`config.mk`:
```
export PLATFORM = sky130hd
export DESIGN_NAME = button_gesture_recognizer_flat
export DESIGN_NICKNAME = d
export VERILOG_FILES = /design/src/rtl/bgr_pkg.sv /design/src/rtl/bgr_if.sv /design/src/rtl/button_gesture_recognizer.sv /design/src/flat_wrapper.sv
export SDC_FILE = /design/constraint.sdc
export NUM_CORES = 1
export LEC_CHECK = 0
export ABC_AREA = 1
export BUFFER_PORTS_ARGS = -buffer_cell sky130_fd_sc_hd__buf_2
export CAP_MARGIN = 20
export CORE_MARGIN = 10
export CORE_UTILIZATION = 65
export DETAILED_ROUTE_END_ITERATION = 7
export GPL_TIMING_DRIVEN = 0
export MAX_ROUTING_LAYER = met4
export PLACE_DENSITY = 0.93
export SLEW_MARGIN = 20
export SYNTH_ARGS = -nofsm -noshare
export SYNTH_HDL_FRONTEND = slang
export SYNTH_SLANG_ARGS = --single-unit
```
`constraint.sdc`:
```
create_clock -name clk -period 12 [get_ports clk]
set_clock_uncertainty 0.05 [all_clocks]
set_input_delay 1.2 -clock clk [delete_from_list [all_inputs] [get_ports clk]]
set_output_delay 1.2 -clock clk [all_outputs]
set_load 0.01 [all_outputs]
```
`src/rtl/bgr_pkg.sv`:
```
// shared types and constants for the button gesture recognizer
`timescale 1ns / 1ps
`default_nettype none

package bgr_pkg;

  localparam int unsigned STAMP_W   = 32;
  localparam int unsigned MS_W      = 16;
  localparam int unsigned EVENT_W   = 3;
  localparam int unsigned CFG_IDX_W = 3;
  localparam int unsigned CFG_DATA_W = 16;

  typedef logic [STAMP_W-1:0]    stamp_t;
  typedef logic [MS_W-1:0]       ms_t;
  typedef logic [EVENT_W-1:0]    event_code_t;
  typedef logic [CFG_IDX_W-1:0]  cfg_idx_t;
  typedef logic [CFG_DATA_W-1:0] cfg_data_t;

  // event codes
  localparam event_code_t EV_NONE  = 3'd0;
  localparam event_code_t EV_CLICK = 3'd1;
  localparam event_code_t EV_DBL   = 3'd2;
  localparam event_code_t EV_LONG  = 3'd3;
  localparam event_code_t EV_VLONG = 3'd4;

  // register indexes
  localparam cfg_idx_t CFG_ENABLE        = 3'd0;
  localparam cfg_idx_t CFG_PULL_MODE     = 3'd1;
  localparam cfg_idx_t CFG_DEBOUNCE_MS   = 3'd2;
  localparam cfg_idx_t CFG_DBL_CLICK_MS  = 3'd3;
  localparam cfg_idx_t CFG_LONG_MS       = 3'd4;
  localparam cfg_idx_t CFG_VLONG_MS      = 3'd5;
  localparam cfg_idx_t CFG_VLONG_ON_HOLD = 3'd6;

  // register reset values
  localparam ms_t DEBOUNCE_RST  = 16'd40;
  localparam ms_t DBL_CLICK_RST = 16'd250;
  localparam ms_t LONG_RST      = 16'd750;
  localparam ms_t VLONG_RST     = 16'd3000;

endpackage

`default_nettype wire

```
`src/rtl/bgr_if.sv`:
```
// channel interfaces: sample input, result output, register writes
`timescale 1ns / 1ps
`default_nettype none

interface bgr_in_if;
  import bgr_pkg::*;
  logic   valid;
  logic   ready;
  stamp_t now_ms;
  logic   level;
  modport source (output valid, output now_ms, output level, input ready);
  modport sink   (input valid, input now_ms, input level, output ready);
endinterface

interface bgr_out_if;
  import bgr_pkg::*;
  logic        valid;
  logic        ready;
  event_code_t event_res;
  logic        busy_res;
  modport source (output valid, output event_res, output busy_res, input ready);
  modport sink   (input valid, input event_res, input busy_res, output ready);
endinterface

interface bgr_cfg_if;
  import bgr_pkg::*;
  logic      valid;
  logic      ready;
  cfg_idx_t  index;
  cfg_data_t data;
  modport source (output valid, output index, output data, input ready);
  modport sink   (input valid, input index, input data, output ready);
endinterface

`default_nettype wire

```
`src/rtl/button_gesture_recognizer.sv`:
```
// button gesture recognizer: click, double click, long and very long press
// result: registered in the output register, valid in the cycle after the transfer
// throughput: one sample per cycle unless a full output register is stalled;
//   the gesture state update and the output register both close in the cycle of the transfer
// reset: synchronous; registers return to their defaults (block disabled),
//   gesture state to released with both stamps all ones, output empty
`timescale 1ns / 1ps
`default_nettype none

module button_gesture_recognizer (
  input  wire       clk,
  input  wire       rst,
  bgr_in_if.sink    sample,
  bgr_out_if.source result,
  bgr_cfg_if.sink   cfg
);
  import bgr_pkg::*;

  // configuration registers
  logic enable;
  logic pull_mode;
  ms_t  debounce_ms;
  ms_t  dbl_click_ms;
  ms_t  long_ms;
  ms_t  vlong_ms;
  logic vlong_on_hold;

  // gesture state
  logic   last_pressed, last_pressed_next;
  stamp_t down_stamp, down_stamp_next;
  stamp_t up_stamp, up_stamp_next;
  logic   dbl_waiting, dbl_waiting_next;
  logic   dbl_on_next_up, dbl_on_next_up_next;
  logic   single_ok, single_ok_next;
  logic   ignore_release, ignore_release_next;
  logic   long_done, long_done_next;
  logic   vlong_done, vlong_done_next;
  logic   busy_flag, busy_flag_next;

  // output register
  logic        out_valid;
  event_code_t out_event;
  logic        out_busy;

  logic        in_xfer;
  logic        pressed;
  stamp_t      since_up, since_down;
  stamp_t      since_up2, since_down2;
  event_code_t ev;

  assign cfg.ready    = 1'b1;
  assign sample.ready = !out_valid || result.ready;
  assign in_xfer      = sample.valid && sample.ready;

  assign result.valid     = out_valid;
  assign result.event_res = out_event;
  assign result.busy_res  = out_busy;

  always_ff @(posedge clk) begin
    if (rst) begin
      enable        <= 1'b0;
      pull_mode     <= 1'b1;
      debounce_ms   <= DEBOUNCE_RST;
      dbl_click_ms  <= DBL_CLICK_RST;
      long_ms       <= LONG_RST;
      vlong_ms      <= VLONG_RST;
      vlong_on_hold <= 1'b1;
    end else if (cfg.valid) begin
      case (cfg.index)
        CFG_ENABLE:        enable        <= cfg.data[0];
        CFG_PULL_MODE:     pull_mode     <= cfg.data[0];
        CFG_DEBOUNCE_MS:   debounce_ms   <= cfg.data;
        CFG_DBL_CLICK_MS:  dbl_click_ms  <= cfg.data;
        CFG_LONG_MS:       long_ms       <= cfg.data;
        CFG_VLONG_MS:      vlong_ms      <= cfg.data;
        CFG_VLONG_ON_HOLD: vlong_on_hold <= cfg.data[0];
        default: ;
      endcase
    end
  end

  always_comb begin
    last_pressed_next   = last_pressed;
    down_stamp_next     = down_stamp;
    up_stamp_next       = up_stamp;
    dbl_waiting_next    = dbl_waiting;
    dbl_on_next_up_next = dbl_on_next_up;
    single_ok_next      = single_ok;
    ignore_release_next = ignore_release;
    long_done_next      = long_done;
    vlong_done_next     = vlong_done;
    busy_flag_next      = busy_flag;
    ev                  = EV_NONE;

    pressed    = (sample.level != pull_mode);
    since_up   = sample.now_ms - up_stamp;
    since_down = sample.now_ms - down_stamp;
    since_up2   = since_up;
    since_down2 = since_down;

    // debounced press and release edges
    if (pressed && !last_pressed && (since_up > {16'd0, debounce_ms})) begin
      down_stamp_next     = sample.now_ms;
      since_down2         = '0;
      ignore_release_next = 1'b0;
      single_ok_next      = 1'b1;
      long_done_next      = 1'b0;
      vlong_done_next     = 1'b0;
      dbl_on_next_up_next = (since_up < {16'd0, dbl_click_ms}) && !dbl_on_next_up
                            && dbl_waiting;
      dbl_waiting_next    = 1'b0;
      busy_flag_next      = 1'b1;
    end else if (!pressed && last_pressed && (since_down > {16'd0, debounce_ms})) begin
      if (!ignore_release) begin
        up_stamp_next = sample.now_ms;
        since_up2     = '0;
        if (!dbl_on_next_up) begin
          dbl_waiting_next = 1'b1;
        end else begin
          ev                  = EV_DBL;
          dbl_on_next_up_next = 1'b0;
          dbl_waiting_next    = 1'b0;
          single_ok_next      = 1'b0;
        end
      end
    end

    // single click once the double-click window has run out
    if (!pressed && (since_up2 >= {16'd0, dbl_click_ms}) && dbl_waiting_next
        && !dbl_on_next_up_next && single_ok_next && (ev != EV_DBL)) begin
      ev               = EV_CLICK;
      dbl_waiting_next = 1'b0;
    end

    if (!pressed && long_done_next && !vlong_done_next) begin
      ev             = EV_LONG;
      long_done_next = 1'b0;
    end

    if (!pressed && vlong_done_next) begin
      ev              = EV_VLONG;
      vlong_done_next = 1'b0;
      long_done_next  = 1'b0;
    end

    // hold thresholds while pressed
    if (pressed && (since_down2 >= {16'd0, long_ms})) begin
      if (!long_done_next) begin
        ignore_release_next = 1'b1;
        dbl_on_next_up_next = 1'b0;
        dbl_waiting_next    = 1'b0;
        long_done_next      = 1'b1;
      end
      if ((since_down2 >= {16'd0, vlong_ms}) && !vlong_done_next) begin
        if (vlong_on_hold) begin
          ev = EV_VLONG;
        end
        vlong_done_next = 1'b1;
      end
    end

    last_pressed_next = pressed;
    if (ev != EV_NONE) begin
      busy_flag_next = 1'b0;
    end
  end

  always_ff @(posedge clk) begin
    if (rst) begin
      last_pressed   <= 1'b0;
      down_stamp     <= '1;
      up_stamp       <= '1;
      dbl_waiting    <= 1'b0;
      dbl_on_next_up <= 1'b0;
      single_ok      <= 1'b1;
      ignore_release <= 1'b1;
      long_done      <= 1'b0;
      vlong_done     <= 1'b0;
      busy_flag      <= 1'b0;
    end else if (in_xfer && enable) begin
      last_pressed   <= last_pressed_next;
      down_stamp     <= down_stamp_next;
      up_stamp       <= up_stamp_next;
      dbl_waiting    <= dbl_waiting_next;
      dbl_on_next_up <= dbl_on_next_up_next;
      single_ok      <= single_ok_next;
      ignore_release <= ignore_release_next;
      long_done      <= long_done_next;
      vlong_done     <= vlong_done_next;
      busy_flag      <= busy_flag_next;
    end
  end

  always_ff @(posedge clk) begin
    if (rst) begin
      out_valid <= 1'b0;
    end else if (in_xfer) begin
      out_valid <= 1'b1;
    end else if (result.ready) begin
      out_valid <= 1'b0;
    end
  end

  always_ff @(posedge clk) begin
    if (in_xfer) begin
      out_event <= enable ? ev : EV_NONE;
      out_busy  <= enable && busy_flag_next;
    end
  end

  // any raised event clears busy in the same result
  assert property (@(posedge clk) disable iff (rst)
    (out_valid && (out_event != EV_NONE)) |-> !out_busy)
    else $error("event raised with busy set");

  // a disabled block gives an empty result
  assert property (@(posedge clk) disable iff (rst)
    (in_xfer && !enable) |=> ((out_event == EV_NONE) && !out_busy))
    else $error("disabled block produced an event");

  // very long press is only reached through a long press
  assert property (@(posedge clk) disable iff (rst)
    vlong_done |-> long_done)
    else $error("very long flag without long flag");

  // gesture state is frozen while disabled
  assert property (@(posedge clk) disable iff (rst)
    !enable |=> ($stable(down_stamp) && $stable(up_stamp) && $stable(busy_flag)))
    else $error("state changed while disabled");

endmodule

`default_nettype wire

```
`src/flat_wrapper.sv`:
```
// flat-port wrapper written by rule: the top's interface ports become plain ports
module button_gesture_recognizer_flat import bgr_pkg::*;
  (clk, rst, sample_valid, sample_now_ms, sample_level, sample_ready, result_valid, result_event_res, result_busy_res, result_ready, cfg_valid, cfg_index, cfg_data, cfg_ready);
  bgr_in_if sample_i ();
  bgr_out_if result_i ();
  bgr_cfg_if cfg_i ();
  input  wire clk;
  input  wire rst;
  input wire logic [$bits(sample_i.valid)-1:0] sample_valid;
  input wire logic [$bits(sample_i.now_ms)-1:0] sample_now_ms;
  input wire logic [$bits(sample_i.level)-1:0] sample_level;
  output wire logic [$bits(sample_i.ready)-1:0] sample_ready;
  output wire logic [$bits(result_i.valid)-1:0] result_valid;
  output wire logic [$bits(result_i.event_res)-1:0] result_event_res;
  output wire logic [$bits(result_i.busy_res)-1:0] result_busy_res;
  input wire logic [$bits(result_i.ready)-1:0] result_ready;
  input wire logic [$bits(cfg_i.valid)-1:0] cfg_valid;
  input wire logic [$bits(cfg_i.index)-1:0] cfg_index;
  input wire logic [$bits(cfg_i.data)-1:0] cfg_data;
  output wire logic [$bits(cfg_i.ready)-1:0] cfg_ready;
  assign sample_i.valid = sample_valid;
  assign sample_i.now_ms = sample_now_ms;
  assign sample_i.level = sample_level;
  assign sample_ready = sample_i.ready;
  assign result_valid = result_i.valid;
  assign result_event_res = result_i.event_res;
  assign result_busy_res = result_i.busy_res;
  assign result_i.ready = result_ready;
  assign cfg_i.valid = cfg_valid;
  assign cfg_i.index = cfg_index;
  assign cfg_i.data = cfg_data;
  assign cfg_ready = cfg_i.ready;
  button_gesture_recognizer u_core (.clk(clk), .rst(rst), .sample(sample_i), .result(result_i), .cfg(cfg_i));
endmodule
```
* Word level (Yosys, flattened, before mapping)
Index checks and enable logic that the tools add are counted.
Word-level totals: bits in registers 144, input bits 57, output and inout port bits 7, logic and storage cells 122
Operators by class: add/sub/neg operators 2, magnitude comparators 6, equality and inequality tests 8, multiplexer cells 45, bitwise gates (word level) 2, reduce and logical (&&, ||, !) cells 39
Operators by type and width (count):
- 32-bit two-way mux | 4
- 32-bit by 16-bit >= comparator with 1-bit output | 3
- 32-bit by 16-bit > comparator with 1-bit output | 2
- 32-bit subtractor | 2
- 32-bit by 16-bit < comparator with 1-bit output | 1
- 1-bit two-way mux | 31
- 3-bit two-way mux | 9
- 1-bit logical AND | 19
- 2-bit AND reduction | 8
- 3-bit == test, second input constant | 3
- 1-bit logical NOT | 7
- 3-bit by 2-bit == test with 1-bit output, second input constant | 2
- 4-bit AND reduction | 1
- 3-bit by 1-bit == test with 1-bit output, second input constant | 1
- 3-bit logical NOT | 1
- 3-bit by 2-bit != test with 1-bit output, second input constant | 1
- 3-bit nonzero test | 1
- 2-bit two-way mux | 1
- 1-bit NOT | 2
- 2-bit nonzero test | 1
- 1-bit logical OR | 1
- 1-bit != test | 1

* Longest topological paths before layout
depth after elaboration 21, depth in mapped cells 40, depth with buffers taken out 40

* Worst setup path before layout
Ideal clock, no wire load.
path kind input -> register, start input port sample_now_ms[0], end register u_core.out_event[0], in the netlist u_core.result.event_res[0] (data pin), library setup time 255 ps, arrival 5355 ps, data required time 11695 ps, path slack 6340 ps, stages on the path 39, path buffers 1, path through inv_1 > ha_1 > fa_1 > inv_1 > nand3_1 > nand2_2 > nand2_1 > nand2_1 > nand2_1 > nand2_1 > xor2_1 > ha_1 > nand2_1 > inv_1 > nand3_1 > nor3_1 > nand2_1 > o2111ai_1 > (+3 left out) > inv_1 > clkbuf_1 > nor2_1 > ha_1 > a21oi_1 > nor2_1 > a211oi_1 > o21ai_0 > a21oi_1 > o21ai_0 > nand4_1 > nand3_1 > a21oi_1 > nor2_2 > nand2_2 > nand2_2 > nand2_1 > nor2_1
Between the ends: longest elaborated chain between the ends 17, elaborated cells on any way between the ends 47, those cells by class add/sub (2); order compare (6); eq/ne (1); mux (21); reduce/logical (17)
RTL lines:
- from (decl) | line flat_wrapper.sv:10 | input wire logic [$bits(sample_i.now_ms)-1:0] sample_now_ms;
- 32-bit subtractor | line button_gesture_recognizer.sv:97 | since_down = sample.now_ms - down_stamp;
- 32-bit by 16-bit > comparator with 1-bit output | line button_gesture_recognizer.sv:113 | end else if (!pressed && last_pressed && (since_down > {16'd0, debounce_ms})) begin
- 1-bit logical AND | line button_gesture_recognizer.sv:113
- 32-bit two-way mux | line button_gesture_recognizer.sv:113
- 32-bit two-way mux | line button_gesture_recognizer.sv:102 | if (pressed && !last_pressed && (since_up > {16'd0, debounce_ms})) begin
- 32-bit by 16-bit >= comparator with 1-bit output | line button_gesture_recognizer.sv:129 | if (!pressed && (since_up2 >= {16'd0, dbl_click_ms}) && dbl_waiting_next
- 1-bit logical AND (2 in series) | line button_gesture_recognizer.sv:129
- 1-bit logical AND (3 in series) | line button_gesture_recognizer.sv:130 | && !dbl_on_next_up_next && single_ok_next && (ev != EV_DBL)) begin
- 3-bit two-way mux | line button_gesture_recognizer.sv:129
- 3-bit two-way mux | line button_gesture_recognizer.sv:135 | if (!pressed && long_done_next && !vlong_done_next) begin
- 3-bit two-way mux | line button_gesture_recognizer.sv:140 | if (!pressed && vlong_done_next) begin
- 3-bit two-way mux | line button_gesture_recognizer.sv:155 | if (vlong_on_hold) begin
- 3-bit two-way mux | line button_gesture_recognizer.sv:154 | if ((since_down2 >= {16'd0, vlong_ms}) && !vlong_done_next) begin
- 3-bit two-way mux (*) | line button_gesture_recognizer.sv:147 | if (pressed && (since_down2 >= {16'd0, long_ms})) begin
- to (signal assigned) | line button_gesture_recognizer.sv:206 | out_event <= enable ? ev : EV_NONE;
- to (decl) | line button_gesture_recognizer.sv:42 | event_code_t out_event;
Every way passes the cells marked *; elsewhere a longest branch is shown, timed or not. A chain may end at the register's enable or synchronous reset.

* Final worst setup path
Same ends and word-level chain as after synthesis.

==> impl_metrics.json <==
{
  "status": "completed",
  "cp.arrival_ns": 7.01,
  "drt-initial-drc-count": 1040,
  "power_per_cell_area_nw_per_um2": 91.7,
  "synthArstFlopShare_pct": 0,
  "switchingPower_uw": 420,
  "synthFlopType": "dfxtp_1",
  "ys_seq_area_share_pct": 23.2,
  "vdd_ir_drop_max_mv": 0.106,
  "synth_top_area_share_pct": 22.2,
  "vias": 13400,
  "synth_area_leaders": "dfxtp_1 (22%), nand2_1 (17%), ha_1 (16%)",
  "ys_top_cells_by_count": "nand2_1 (580), inv_1 (406), nor2_1 (161), ha_1 (157), dfxtp_1 (140)",
  "ant_nets": 0,
  "finalNonFillerCells": 2372,
  "io_pins": 64,
  "grt_pass1_wl_mm": 62.4,
  "syn-instance-count": 2015,
  "cpMostUsedCell": "nand2_1",
  "synth-edff-count": 4,
  "avgViaCountPerCell": 5.66,
  "ctsResizeCount": 0,
  "grt-ovfl-total": 0,
  "grt_max_degree": 19,
  "synth_area_per_cell_sq_um": 6.26,
  "rsz0062_at_grt": "no",
  "netlist_area_sq_um": 12600,
  "tightest_slew_ns": 0.901,
  "fin_hold_ws_ns": 0.415,
  "fin_crit_sh_pct": 57.2,
  "path_clk_slew_ns": 0.07,
  "place.gp.congestion": 1.02,
  "initial_core_util_pct": 66.7,
  "p_int_uw": 850,
  "register_area_sq_um": 2920,
  "synth-seq-cells": 144,
  "hp-class": "flip-flop to flip-flop",
  "n_fill_cell": 1519,
  "tns_ns": 0,
  "cts_buffers": 17,
  "critPathRequiredTime_ns": 12.15,
  "clk_latency_ns": 0.44,
  "num_rows": 50,
  "p_seq_share_pct": 38.8,
  "antenna_found_initial": 4,
  "hold_viol": 0,
  "worst_slack_ns": 5.14,
  "hpwl_mm": 30.4,
  "maxSlewViolCount": 0,
  "maxCapViolCount": 0,
  "clkSinkCount": 144,
  "path_class": "input pin to flip-flop",
  "dieArea_sq_um": 25400,
  "cts_setup_buffers": 0,
  "worstPathMaxFanout": 10,
  "portBuffers": 61,
  "syn_nets": 2231,
  "drive_above_1_share_pct": 7.87,
  "dr.pass1.iters": 5,
  "synth.yosys.warnings": 0,
  "wl_per_cell_um": 16.2,
  "post_cts_hold_buffer_count": 0,
  "startpoint_type": "input pin",
  "layout.nets": 2311,
  "cts_max_level": 4,
  "coreArea_sq_um": 18900,
  "fmax_mhz": 146,
  "cts_tree": "yes",
  "dp_cells": 2336,
  "synth_area_leader_cell": "dfxtp_1",
  "die_height_um": 159,
  "p_total_uw": 1270,
  "setup_viol": 0,
  "cpPeakStageDelay_ns": 0.43,
  "synth.distinct_cells": 45,
  "grt_pass1_vias": 13000,
  "grt_usage_pct": 30.4,
  "p_comb_share_pct": 18.1,
  "p_sw_share_pct": 33.1,
  "dp_slack_ns": 4.87,
  "end_kind": "flip-flop",
  "die_x_um": 159,
  "wl_mm": 38.3,
  "pwr-share-clk_pct": 43.1,
  "cts_buffer_depth": 2,
  "synth_most_common_cell": "nand2_1",
  "final_period_minus_worst_setup_slack_ns": 6.86,
  "drc": 0,
  "area_growth_pct": 9.92,
  "root_buffer": "clkbuf_16",
  "multi_input_area_sq_um": 7950,
  "maxSlewHeadroom_pct": 39.5,
  "power_leakage_uw": 0.00773,
  "cp_slowest_cell": "clkbuf_1"
}
## flip-flops by register name, summed over array words and instances (netlist names), 3 cells and up
register,cells
u_core.dbl_click_ms,16
u_core.debounce_ms,16
u_core.vlong_ms,16
u_core.result.event_res,3
u_core.long_ms,16
u_core.up_stamp,32
u_core.down_stamp,32
## cells by family after synthesis
group / count (synthesis) / share of synthesized area (%)
other: 1 / 0.0298
DFF: 144 / 23.2
xor gates and xnor gates: 30 / 2.08
and+or+nand+nor: 914 / 30.3
adders and majority gates: 159 / 15.9
AOI/OAI and AO/OA: 312 / 14.8
buffers and inverters: 455 / 13.7
## layout make-up
cell class / count / area share [%]
Timing Repair Buffer: 61 / 2.20
Buffer: 38 / 1.17
Sequential cell: 144 / 21.1
Antenna cell: 4 / 0.0722
Multi-Input combinational cell: 1416 / 57.4
Inverter: 417 / 11.3
Tap cell: 260 / 2.35
Clock inverter: 15 / 1.33
Clock buffer: 17 / 3.07
## cell usage in the layout, fill, tap and decap left out, drive strengths merged, types with 4 or more instances in the layout
cell / synthesis / routed
buf: 13 / 74
inv: 415 / 424
clkbuf: 25 / 42
nand4: 22 / 22
diode: 0 / 4
o21a: 5 / 5
a21o: 4 / 4
a211oi: 4 / 4
o211ai: 87 / 87
clkinv: 2 / 8
nand3: 72 / 72
xor2: 26 / 26
and2: 4 / 4
a21oi: 128 / 128
xnor2: 4 / 4
o21ai: 70 / 70
ha: 157 / 157
nor2: 181 / 181
dfxtp: 140 / 140
nand2: 599 / 599
o21bai: 4 / 4
nand3b: 8 / 8
edfxtp: 4 / 4
nor3: 23 / 23
## worst max-delay path, delay by kind of cell
kind	cells	cell delay [ns]
AO/OA/AOI/OAI	7	1.19
XOR/XNOR	1	0.31
adder cells (fa/ha/maj)	4	1.14
buffers and inverters	6	1.07
AND/OR/NAND/NOR	22	2.07
## power groups by stage
stage	registers, uW	clock network, uW	logic [uW]
after floorplan	503	0	149
after global placement	503	0	210
after detailed placement	504	0	219
after global routing	493	564	255
after CTS	493	544	223
final	493	548	229
## layer usage
metal	share of wire, %	vias up	GRT usage, %
met4	7.2	0	20.6
met3	8.0	206	6.22
met5	0	-	-
met1	40	6010	33.3
met2	45	634	49.0
li1	-	6568	-
## path summary, 6_finish.rpt
kind                         from                          to  slack, ns  cells past startpoint
max reg2reg  u_core.down_stamp[0]  u_core.result.event_res[0]       5.87                     38
min reg2reg   u_core.vlong_ms[15]         u_core.vlong_ms[15]       0.42                      2
min           u_core.vlong_ms[15]         u_core.vlong_ms[15]       0.42                      2
max              sample_now_ms[0]  u_core.result.event_res[0]       5.14                     40
## stage by stage
| stage | instance area [sq um] | util [%] |
|---|---|---|
| 3_5_place_dp | 13200 | 70.1 |
| 2_1_floorplan | 12600 | - |
| 5_1_grt | 13900 | 73.3 |
| 4_1_cts | 13800 | 73.3 |
| 3_3_place_gp | 13200 | 70.1 |
| 6_report | 13900 | 73.3 |
(Power assumes the default switching activity.)
